==> config.mk <==
export PLATFORM = sky130hd
export DESIGN_NAME = utf8_latin_accent_fold_flat
export DESIGN_NICKNAME = d
export VERILOG_FILES = /design/src/rtl/core/uaf_pkg.sv /design/src/rtl/core/uaf_stream_if.sv /design/src/rtl/core/utf8_latin_accent_fold.sv /design/src/flat_wrapper.sv
export SDC_FILE = /design/constraint.sdc
export NUM_CORES = 1
export LEC_CHECK = 0
export BUFFER_PORTS_ARGS = -buffer_cell sky130_fd_sc_hd__buf_4
export CORE_ASPECT_RATIO = 0.6
export CORE_MARGIN = 1
export CORE_UTILIZATION = 55
export CTS_CLUSTER_DIAMETER = 80
export DETAILED_ROUTE_END_ITERATION = 7
export GPL_TIMING_DRIVEN = 1
export HOLD_SLACK_MARGIN = 0.05
export MAX_ROUTING_LAYER = met4
export PLACE_DENSITY_LB_ADDON = 0.15
export SLEW_MARGIN = 20
export SYNTH_ARGS = -nofsm -noshare
export SYNTH_HDL_FRONTEND = slang
export SYNTH_SLANG_ARGS = --single-unit
==> constraint.sdc <==
create_clock -name clock -period 3.3 [get_ports clock]
set_input_delay 0.165 -clock clock [delete_from_list [all_inputs] [get_ports clock]]
set_output_delay 0.165 -clock clock [all_outputs]
set_load 0.05 [all_outputs]
==> src/rtl/core/uaf_pkg.sv <==
// uaf_pkg: widths, byte constants, mode codes and the 0xC3 fold table
// for the UTF-8 accent folder. No dependencies.
package uaf_pkg;

   localparam int BYTE_W  = 8;
   localparam int CHAR_W  = 7;
   localparam int COUNT_W = 8;

   localparam logic [BYTE_W-1:0] BYTE_NUL    = 8'h00;
   localparam logic [BYTE_W-1:0] BYTE_CONT   = 8'h80;  // first continuation byte
   localparam logic [BYTE_W-1:0] BYTE_LEAD2  = 8'hC0;  // first byte past continuations
   localparam logic [BYTE_W-1:0] BYTE_LATIN1 = 8'hC3;  // lead of U+00C0..U+00FF
   localparam logic [CHAR_W-1:0] CHAR_QMARK  = 7'h3F;
   localparam logic [COUNT_W-1:0] CAP_RESET  = 8'd39;

   typedef enum logic [2:0] {
      MODE_NORMAL   = 3'b001,
      MODE_AFTER_C3 = 3'b010,
      MODE_SKIP     = 3'b100
   } mode_type;

   // second byte of a 0xC3 pair -> plain letter, '?' otherwise
   function automatic logic [CHAR_W-1:0] fold_second(input logic [BYTE_W-1:0] d);
      logic [CHAR_W-1:0] ch;
      ch = CHAR_QMARK;
      if (d >= 8'h80 && d <= 8'h85)      ch = 7'h41;  // A
      else if (d >= 8'hA0 && d <= 8'hA5) ch = 7'h61;  // a
      else if (d == 8'h87)               ch = 7'h43;  // C
      else if (d == 8'hA7)               ch = 7'h63;  // c
      else if (d >= 8'h88 && d <= 8'h8B) ch = 7'h45;  // E
      else if (d >= 8'hA8 && d <= 8'hAB) ch = 7'h65;  // e
      else if (d >= 8'h8C && d <= 8'h8F) ch = 7'h49;  // I
      else if (d >= 8'hAC && d <= 8'hAF) ch = 7'h69;  // i
      else if (d == 8'h91)               ch = 7'h4E;  // N
      else if (d == 8'hB1)               ch = 7'h6E;  // n
      else if (d >= 8'h92 && d <= 8'h96) ch = 7'h4F;  // O
      else if (d >= 8'hB2 && d <= 8'hB6) ch = 7'h6F;  // o
      else if (d >= 8'h99 && d <= 8'h9C) ch = 7'h55;  // U
      else if (d >= 8'hB9 && d <= 8'hBC) ch = 7'h75;  // u
      else if (d == 8'h9F)               ch = 7'h73;  // s (sharp s)
      return ch;
   endfunction

endpackage

==> src/rtl/core/uaf_stream_if.sv <==
// Valid/ready channel interfaces for the UTF-8 accent folder.
// Depends on uaf_pkg for field widths.
interface uaf_req_if import uaf_pkg::*; ();
   logic              valid;
   logic              ready;
   logic [BYTE_W-1:0] in_byte;

   modport source (output valid, output in_byte, input ready);
   modport sink   (input valid, input in_byte, output ready);
endinterface

interface uaf_rsp_if import uaf_pkg::*; ();
   logic              valid;
   logic              ready;
   logic [CHAR_W-1:0] out_char;
   logic              has_char;
   logic              out_last;

   modport source (output valid, output out_char, output has_char, output out_last,
                   input ready);
   modport sink   (input valid, input out_char, input has_char, input out_last,
                   output ready);
endinterface

==> src/rtl/core/utf8_latin_accent_fold.sv <==
// utf8_latin_accent_fold: streaming UTF-8 to ASCII folder, one byte per transfer.
// Depends on uaf_pkg and the channel interfaces in uaf_stream_if.sv.
//
//   channel   dir  payload                           handshake
//   req_chan  in   in_byte[7:0]                      valid/ready
//   rsp_chan  out  out_char[6:0] has_char out_last   valid/ready
//   csr_*     in   csr_wr_data[7:0] (out_capacity)   csr_wr_en, no wait
//
// Cycles: one byte per clock sustained while rsp_chan takes results. A result appears in the cycle after
//   its byte's transfer; the latency is the single result register.
// Reset (synchronous): mode normal, count zero, capacity 39, result empty.
// Stalls: req_chan.ready is high when the result register is empty or is
//   draining in the same cycle, so a held result stops input one-for-one.
module utf8_latin_accent_fold
   import uaf_pkg::*;
(
   input  logic            clock,
   input  logic            reset,
   uaf_req_if.sink         req_chan,
   uaf_rsp_if.source       rsp_chan,
   input  logic            csr_wr_en,
   input  logic [BYTE_W-1:0] csr_wr_data
);

   // capacity register
   logic [COUNT_W-1:0] cap_ff;

   // string state
   mode_type           mode_ff, mode_in;
   logic [COUNT_W-1:0] count_ff, count_in;

   // result register
   logic               rsp_valid_ff, rsp_valid_in;
   logic [CHAR_W-1:0]  out_char_ff, out_char_in;
   logic               has_char_ff, has_char_in;
   logic               out_last_ff, out_last_in;

   logic               req_xfer;
   logic               produce;     // accepted byte yields a result
   logic [BYTE_W-1:0]  b;
   logic               is_cont;
   logic               cap_full;

   assign req_chan.ready = !rsp_valid_ff || rsp_chan.ready;
   assign req_xfer       = req_chan.valid && req_chan.ready;
   assign b              = req_chan.in_byte;
   assign is_cont        = (b >= BYTE_CONT) && (b < BYTE_LEAD2);
   assign cap_full       = (count_ff >= cap_ff);

   // fold decision for the byte on the input port
   always_comb begin
      mode_in     = mode_ff;
      count_in    = count_ff;
      produce     = 1'b0;
      out_char_in = '0;
      has_char_in = 1'b0;
      out_last_in = 1'b0;
      if (b == BYTE_NUL) begin
         // terminator: end marker, drop any pending 0xC3
         produce     = 1'b1;
         out_last_in = 1'b1;
         mode_in     = MODE_NORMAL;
         count_in    = '0;
      end else if (cap_full) begin
         // string is full: swallow everything until the terminator
      end else if (mode_ff == MODE_AFTER_C3) begin
         produce     = 1'b1;
         has_char_in = 1'b1;
         out_char_in = fold_second(b);
         mode_in     = MODE_NORMAL;
         count_in    = count_ff + 1'b1;
      end else if (mode_ff == MODE_SKIP && is_cont) begin
         // still inside a dropped sequence
      end else if (b < BYTE_CONT) begin
         produce     = 1'b1;
         has_char_in = 1'b1;
         out_char_in = b[CHAR_W-1:0];
         mode_in     = MODE_NORMAL;
         count_in    = count_ff + 1'b1;
      end else if (b == BYTE_LATIN1) begin
         mode_in = MODE_AFTER_C3;
      end else begin
         // other lead or stray continuation: drop it and its tail
         mode_in = MODE_SKIP;
      end
   end

   always_comb begin
      rsp_valid_in = rsp_valid_ff;
      if (req_xfer && produce) begin
         rsp_valid_in = 1'b1;
      end else if (rsp_chan.ready) begin
         rsp_valid_in = 1'b0;
      end
   end

   always_ff @(posedge clock) begin
      if (reset) begin
         cap_ff       <= CAP_RESET;
         mode_ff      <= MODE_NORMAL;
         count_ff     <= '0;
         rsp_valid_ff <= 1'b0;
      end else begin
         if (csr_wr_en) begin
            cap_ff <= csr_wr_data;
         end
         if (req_xfer) begin
            mode_ff  <= mode_in;
            count_ff <= count_in;
         end
         rsp_valid_ff <= rsp_valid_in;
      end
   end

   // payload: loaded on a producing transfer, held otherwise
   always_ff @(posedge clock) begin
      if (req_xfer && produce) begin
         out_char_ff <= out_char_in;
         has_char_ff <= has_char_in;
         out_last_ff <= out_last_in;
      end
   end

   assign rsp_chan.valid    = rsp_valid_ff;
   assign rsp_chan.out_char = out_char_ff;
   assign rsp_chan.has_char = has_char_ff;
   assign rsp_chan.out_last = out_last_ff;

`ifndef SYNTH
   // every result is either a character or the end marker, never both
   a_rsp_kind: assert property (@(posedge clock) disable iff (reset)
      rsp_valid_ff |-> (has_char_ff != out_last_ff))
      else $error("result is neither a single character nor an end marker");

   // a terminator clears the string state
   a_term_clear: assert property (@(posedge clock) disable iff (reset)
      (req_xfer && req_chan.in_byte == BYTE_NUL) |=>
         (count_ff == '0 && mode_ff == MODE_NORMAL))
      else $error("terminator did not clear mode and count");

   // each emitted character bumps the count by one
   a_count_step: assert property (@(posedge clock) disable iff (reset)
      (req_xfer && produce && has_char_in) |=> (count_ff == $past(count_ff) + 1'b1))
      else $error("character emitted without count increment");

   // a full string leaves the state untouched for nonzero bytes
   a_full_hold: assert property (@(posedge clock) disable iff (reset)
      (req_xfer && cap_full && req_chan.in_byte != BYTE_NUL) |=>
         ($stable(count_ff) && $stable(mode_ff) && !($rose(rsp_valid_ff))))
      else $error("full string changed state or produced a result");

   // the count never passes the capacity while it is not rewritten
   a_count_cap: assert property (@(posedge clock) disable iff (reset)
      (req_xfer && has_char_in && produce) |-> (count_ff < cap_ff))
      else $error("character emitted beyond capacity");
`endif

endmodule
==> src/flat_wrapper.sv <==
// flat-port wrapper written by rule: the top's interface ports become plain ports
module utf8_latin_accent_fold_flat import uaf_pkg::*;
  (clock, reset, csr_wr_en, csr_wr_data, req_chan_valid, req_chan_in_byte, req_chan_ready, rsp_chan_valid, rsp_chan_out_char, rsp_chan_has_char, rsp_chan_out_last, rsp_chan_ready);
  uaf_req_if req_chan_i ();
  uaf_rsp_if rsp_chan_i ();
  input  logic clock;
  input  logic reset;
  input  logic csr_wr_en;
  input  logic [BYTE_W-1:0] csr_wr_data;
  input wire logic [$bits(req_chan_i.valid)-1:0] req_chan_valid;
  input wire logic [$bits(req_chan_i.in_byte)-1:0] req_chan_in_byte;
  output wire logic [$bits(req_chan_i.ready)-1:0] req_chan_ready;
  output wire logic [$bits(rsp_chan_i.valid)-1:0] rsp_chan_valid;
  output wire logic [$bits(rsp_chan_i.out_char)-1:0] rsp_chan_out_char;
  output wire logic [$bits(rsp_chan_i.has_char)-1:0] rsp_chan_has_char;
  output wire logic [$bits(rsp_chan_i.out_last)-1:0] rsp_chan_out_last;
  input wire logic [$bits(rsp_chan_i.ready)-1:0] rsp_chan_ready;
  assign req_chan_i.valid = req_chan_valid;
  assign req_chan_i.in_byte = req_chan_in_byte;
  assign req_chan_ready = req_chan_i.ready;
  assign rsp_chan_valid = rsp_chan_i.valid;
  assign rsp_chan_out_char = rsp_chan_i.out_char;
  assign rsp_chan_has_char = rsp_chan_i.has_char;
  assign rsp_chan_out_last = rsp_chan_i.out_last;
  assign rsp_chan_i.ready = rsp_chan_ready;
  utf8_latin_accent_fold u_core (.clock(clock), .reset(reset), .req_chan(req_chan_i), .rsp_chan(rsp_chan_i), .csr_wr_en(csr_wr_en), .csr_wr_data(csr_wr_data));
endmodule
==> flow_results.xml <==
<?xml version="1.0" encoding="UTF-8"?>
<metrics>
  <group name="outcome">
    <metric name="result_of_the_run" unit="">completed</metric>
  </group>
  <group name="power">
    <metric name="sequentialPowerShare" unit="%">49.1</metric>
    <metric name="total_power" unit="mW">0.801</metric>
    <metric name="power_per_cell_area" unit="nW/µm²">400</metric>
    <metric name="p_int" unit="mW">0.578</metric>
    <metric name="comb_power_share" unit="%">17.0</metric>
    <metric name="switching_share" unit="%">27.8</metric>
    <metric name="p_sw" unit="mW">0.223</metric>
    <metric name="power_frac_clock" unit="%">33.9</metric>
    <metric name="p_leak" unit="nW">0.858</metric>
    <metric name="max-vdd-ir-drop" unit="V">0.000201</metric>
  </group>
  <group name="logic_synthesis">
    <metric name="mappedNetlistNets" unit="">227</metric>
    <metric name="synth-async-reset-ratio" unit="%">0</metric>
    <metric name="synth-edff-count" unit="">9</metric>
    <metric name="yosysTopAreaCellShare" unit="%">23.8</metric>
    <metric name="number_of_cells_produced_by_synthesis" unit="">197</metric>
    <metric name="ys_seq_elements" unit="">29</metric>
    <metric name="post_synth_instance_area" unit="µm²">1690</metric>
    <metric name="netlist_top_cells_count" unit="">a21oi_1, dfxtp_1, nand2_1, nor2_1, inv_1</metric>
    <metric name="postSynth.topFlopCell" unit="">dfxtp_1</metric>
    <metric name="synth_seq_area_share" unit="%">39.8</metric>
    <metric name="synth_top_cells_by_area" unit="">dfxtp_1, edfxtp_1, ha_1, a21oi_1, nand2_1</metric>
    <metric name="syn_area_per_cell" unit="µm²">8.56</metric>
    <metric name="synth_top_cell_by_area" unit="">dfxtp_1</metric>
    <metric name="yosys.cell_types.count" unit="">42</metric>
    <metric name="number_of_synthesis_warnings" unit="">0</metric>
  </group>
  <group name="cts">
    <metric name="cts_hold_buffers" unit="">0</metric>
    <metric name="cts_buffers" unit="">5</metric>
    <metric name="postCtsSetupRepairBufs" unit="">0</metric>
    <metric name="cts.htree.levels" unit="">2</metric>
    <metric name="cts_tree" unit="">done</metric>
    <metric name="clock_tree.buffer_depth" unit="">2</metric>
    <metric name="post_cts.resized_instances" unit="">0</metric>
    <metric name="cts_root_buf" unit="">clkbuf_8</metric>
    <metric name="clock_pin_transition_on_the_worst_setup_and_hold_timing_paths" unit="ns">0.07</metric>
    <metric name="clock-sinks" unit="">29</metric>
    <metric name="clk_latency" unit="ns">0.28</metric>
  </group>
  <group name="grt">
    <metric name="first_global_vias" unit="">1437</metric>
    <metric name="global_route_wire_length_before_repair" unit="µm">6730</metric>
    <metric name="maximum_number_of_pins_on_one_net_before_global_route_repair" unit="">16</metric>
    <metric name="grt_remaining_overflow" unit="">0</metric>
    <metric name="globalRouteTotalUtil" unit="%">28.9</metric>
    <metric name="grt_antenna_before_repair" unit="">0</metric>
  </group>
  <group name="setup_path">
    <metric name="worst_path_largest_cell_delay" unit="ns">0.49</metric>
    <metric name="path_buf_inv" unit="">2</metric>
    <metric name="endpoint_kind" unit="">flip-flop</metric>
    <metric name="critical_path_required" unit="ns">3.49</metric>
    <metric name="timing.critical_path.arrival" unit="ns">2.65</metric>
    <metric name="critical_path.reg2reg.startpoint" unit="">u_core.count_ff[0]</metric>
    <metric name="r2r.worst_path.cells" unit="">8</metric>
    <metric name="cp-start-kind" unit="">flip-flop</metric>
    <metric name="reg2reg_slack" unit="ns">0.84</metric>
    <metric name="critical-path-top-cell-by-count" unit="">inv_1</metric>
    <metric name="worst-setup-path-type" unit="">flip-flop to flip-flop</metric>
    <metric name="path_cells" unit="">inv_1 -&gt; ha_1 -&gt; nand2b_1 -&gt; a31oi_1 -&gt; o21a_1 -&gt; o21ai_2 -&gt; inv_1 -&gt; nor3_1</metric>
    <metric name="reg2reg_to" unit="">u_core.mode_ff[2]</metric>
    <metric name="critical_path.top_delay_family" unit="">compound AO/OA/AOI/OAI gates</metric>
    <metric name="path_max_fanout" unit="">15</metric>
    <metric name="slowest_stage" unit="">o21ai_2</metric>
  </group>
  <group name="timing">
    <metric name="post_route_worst_hold_slack" unit="ns">0.100</metric>
    <metric name="setup_tns_final" unit="ns">0</metric>
    <metric name="final_min_period_over_clock_period" unit="%">74.5</metric>
    <metric name="max_slew_margin" unit="%">48.2</metric>
    <metric name="hold_violations" unit="">0</metric>
    <metric name="final_max_slew_viol_count" unit="">0</metric>
    <metric name="setup-violations-final" unit="">0</metric>
    <metric name="fin_skew" unit="ns">0.00773</metric>
    <metric name="grt_setup_unrepaired" unit="">false</metric>
    <metric name="layout_min_cycle_time" unit="ns">2.46</metric>
    <metric name="worst_pin_slew" unit="ns">0.769</metric>
    <metric name="maxClockFrequency" unit="GHz">0.407</metric>
  </group>
  <group name="drt">
    <metric name="avgViaCountPerCell" unit="">5.86</metric>
    <metric name="dr.pass1.iters" unit="">4</metric>
    <metric name="drc" unit="">0</metric>
    <metric name="routed-via-count" unit="">1577</metric>
    <metric name="postRouteWirelength" unit="µm">4070</metric>
    <metric name="route.detailed.wl_per_inst" unit="µm">15.1</metric>
    <metric name="drtIter0Drc" unit="">163</metric>
    <metric name="route.antenna.remaining_nets" unit="">0</metric>
  </group>
  <group name="placed_design">
    <metric name="place_inst" unit="">261</metric>
    <metric name="place_congestion" unit="">1.00</metric>
    <metric name="hpwl" unit="µm">3120</metric>
    <metric name="portBuffers" unit="">31</metric>
  </group>
  <group name="cells_and_area">
    <metric name="regArea" unit="µm²">671</metric>
    <metric name="final_layout_size_suffix_gt1_share" unit="%">18.9</metric>
    <metric name="layout.nets" unit="">256</metric>
    <metric name="n_antenna_cell" unit="">0</metric>
    <metric name="finalNonFillerCells" unit="">269</metric>
    <metric name="multi_input_comb_area" unit="µm²">917</metric>
    <metric name="area_growth" unit="%">18.9</metric>
    <metric name="finish.utilization" unit="%">69.3</metric>
    <metric name="total_of_fill_cells_in_the_finished_design" unit="">249</metric>
  </group>
  <group name="die">
    <metric name="placement_rows" unit="">15</metric>
    <metric name="ioPinCount" unit="">32</metric>
    <metric name="floorplan.initialDensity" unit="%">58.3</metric>
    <metric name="die_w" unit="µm">73.5</metric>
    <metric name="die-height" unit="µm">44.9</metric>
    <metric name="die_area" unit="µm²">3300</metric>
    <metric name="core-area" unit="µm²">2890</metric>
  </group>
  <group name="min_path">
    <metric name="worstHoldEndpoint" unit="">u_core.cap_ff[5]</metric>
    <metric name="hp-class" unit="">primary input to flip-flop</metric>
    <metric name="hold_depth" unit="">3</metric>
    <metric name="timing.hold.worst.start" unit="">csr_wr_data[5]</metric>
  </group>
  <group name="flow_run">
    <metric name="max_cap_violations" unit="">0</metric>
  </group>
</metrics>
## power by group through the flow
| stage | registers [mW] | clock network [mW] | logic, mW |
|---|---|---|---|
| after floorplan | 0.419 | 0 | 0.0702 |
| after global placement | 0.400 | 0 | 0.131 |
| after detailed placement | 0.401 | 0 | 0.135 |
| after CTS | 0.393 | 0.275 | 0.135 |
| after global routing | 0.395 | 0.296 | 0.149 |
| final | 0.393 | 0.271 | 0.136 |
## worst max path at each step
stage,start,end,depth (start not counted)
6_report,u_core.count_ff[0],u_core.mode_ff[2],8
2_1_floorplan,req_chan_in_byte[3],u_core.rsp_chan.has_char,8
4_1_cts,u_core.count_ff[0],u_core.mode_ff[2],8
5_1_grt,u_core.count_ff[0],u_core.mode_ff[2],8
3_5_place_dp,req_chan_in_byte[4],u_core.count_ff[7],7
3_3_place_gp,req_chan_in_byte[4],u_core.count_ff[7],7
## cell type report
| type | instances | area share [%] |
|---|---|---|
| multi-input cells | 146 | 45.8 |
| repair buffers | 31 | 11.6 |
| clock buffers | 5 | 3.44 |
| well taps | 42 | 2.62 |
| inverters | 13 | 2.44 |
| clock inverters | 3 | 0.625 |
| flip-flops and latches | 29 | 33.5 |
## worst reg2reg max path, cell delays in order (launching register included)
cell and delay (ns):
dfxtp_1 0.45, inv_1 0.07, ha_1 0.27, nand2b_1 0.09, a31oi_1 0.10, o21a_1 0.24, o21ai_2 0.49, inv_1 0.36
nor3_1 0.29
## registers in the layout, indices dropped and copies added, names as in the netlist
signal                    flops
u_core.rsp_chan.out_char      7
u_core.count_ff               8
u_core.mode_ff                3
u_core.rsp_chan.has_char      1
u_core.rsp_chan.valid         1
u_core.cap_ff                 8
u_core.rsp_chan.out_last      1
## routing by layer
metal | part of all wire [%] | vias to the layer above | track usage [%]
li1 | - | 776 | -
met1 | 49 | 716 | 39.2
met2 | 41 | 79 | 39.8
met3 | 8.9 | 6 | 9.38
met4 | 1.1 | 0 | 11.2
met5 | 0 | - | -
## cell usage in the layout, fill, tap and decap left out, drive strengths merged, types with 6 or more instances in the layout
master / instances
inv: 13
nand2: 19
a21oi: 20
nor2: 19
o21ai: 11
edfxtp: 9
ha: 9
mux2i: 6
or3: 6
buf: 31
nand3: 8
dfxtp: 20
## metrics by stage
step | cell area, µm² | setup WS [ns]
floorplan | 1690 | 0.926
global placement | 1920 | 0.813
detailed placement | 1920 | 0.738
CTS | 2000 | 0.867
global route | 2000 | 0.673
finish | 2000 | 0.841
## logic make-up after synthesis
group / share of synthesized area [%]
AO/OA/AOI/OAI: 21.8
XOR/XNOR: 0.520
adder cells (fa/ha/maj): 6.68
buffers and inverters: 5.79
flip-flops: 39.8
multiplexers: 3.56
AND/OR/NAND/NOR: 21.9
Note: power is estimated with default switching activity, not from simulation.
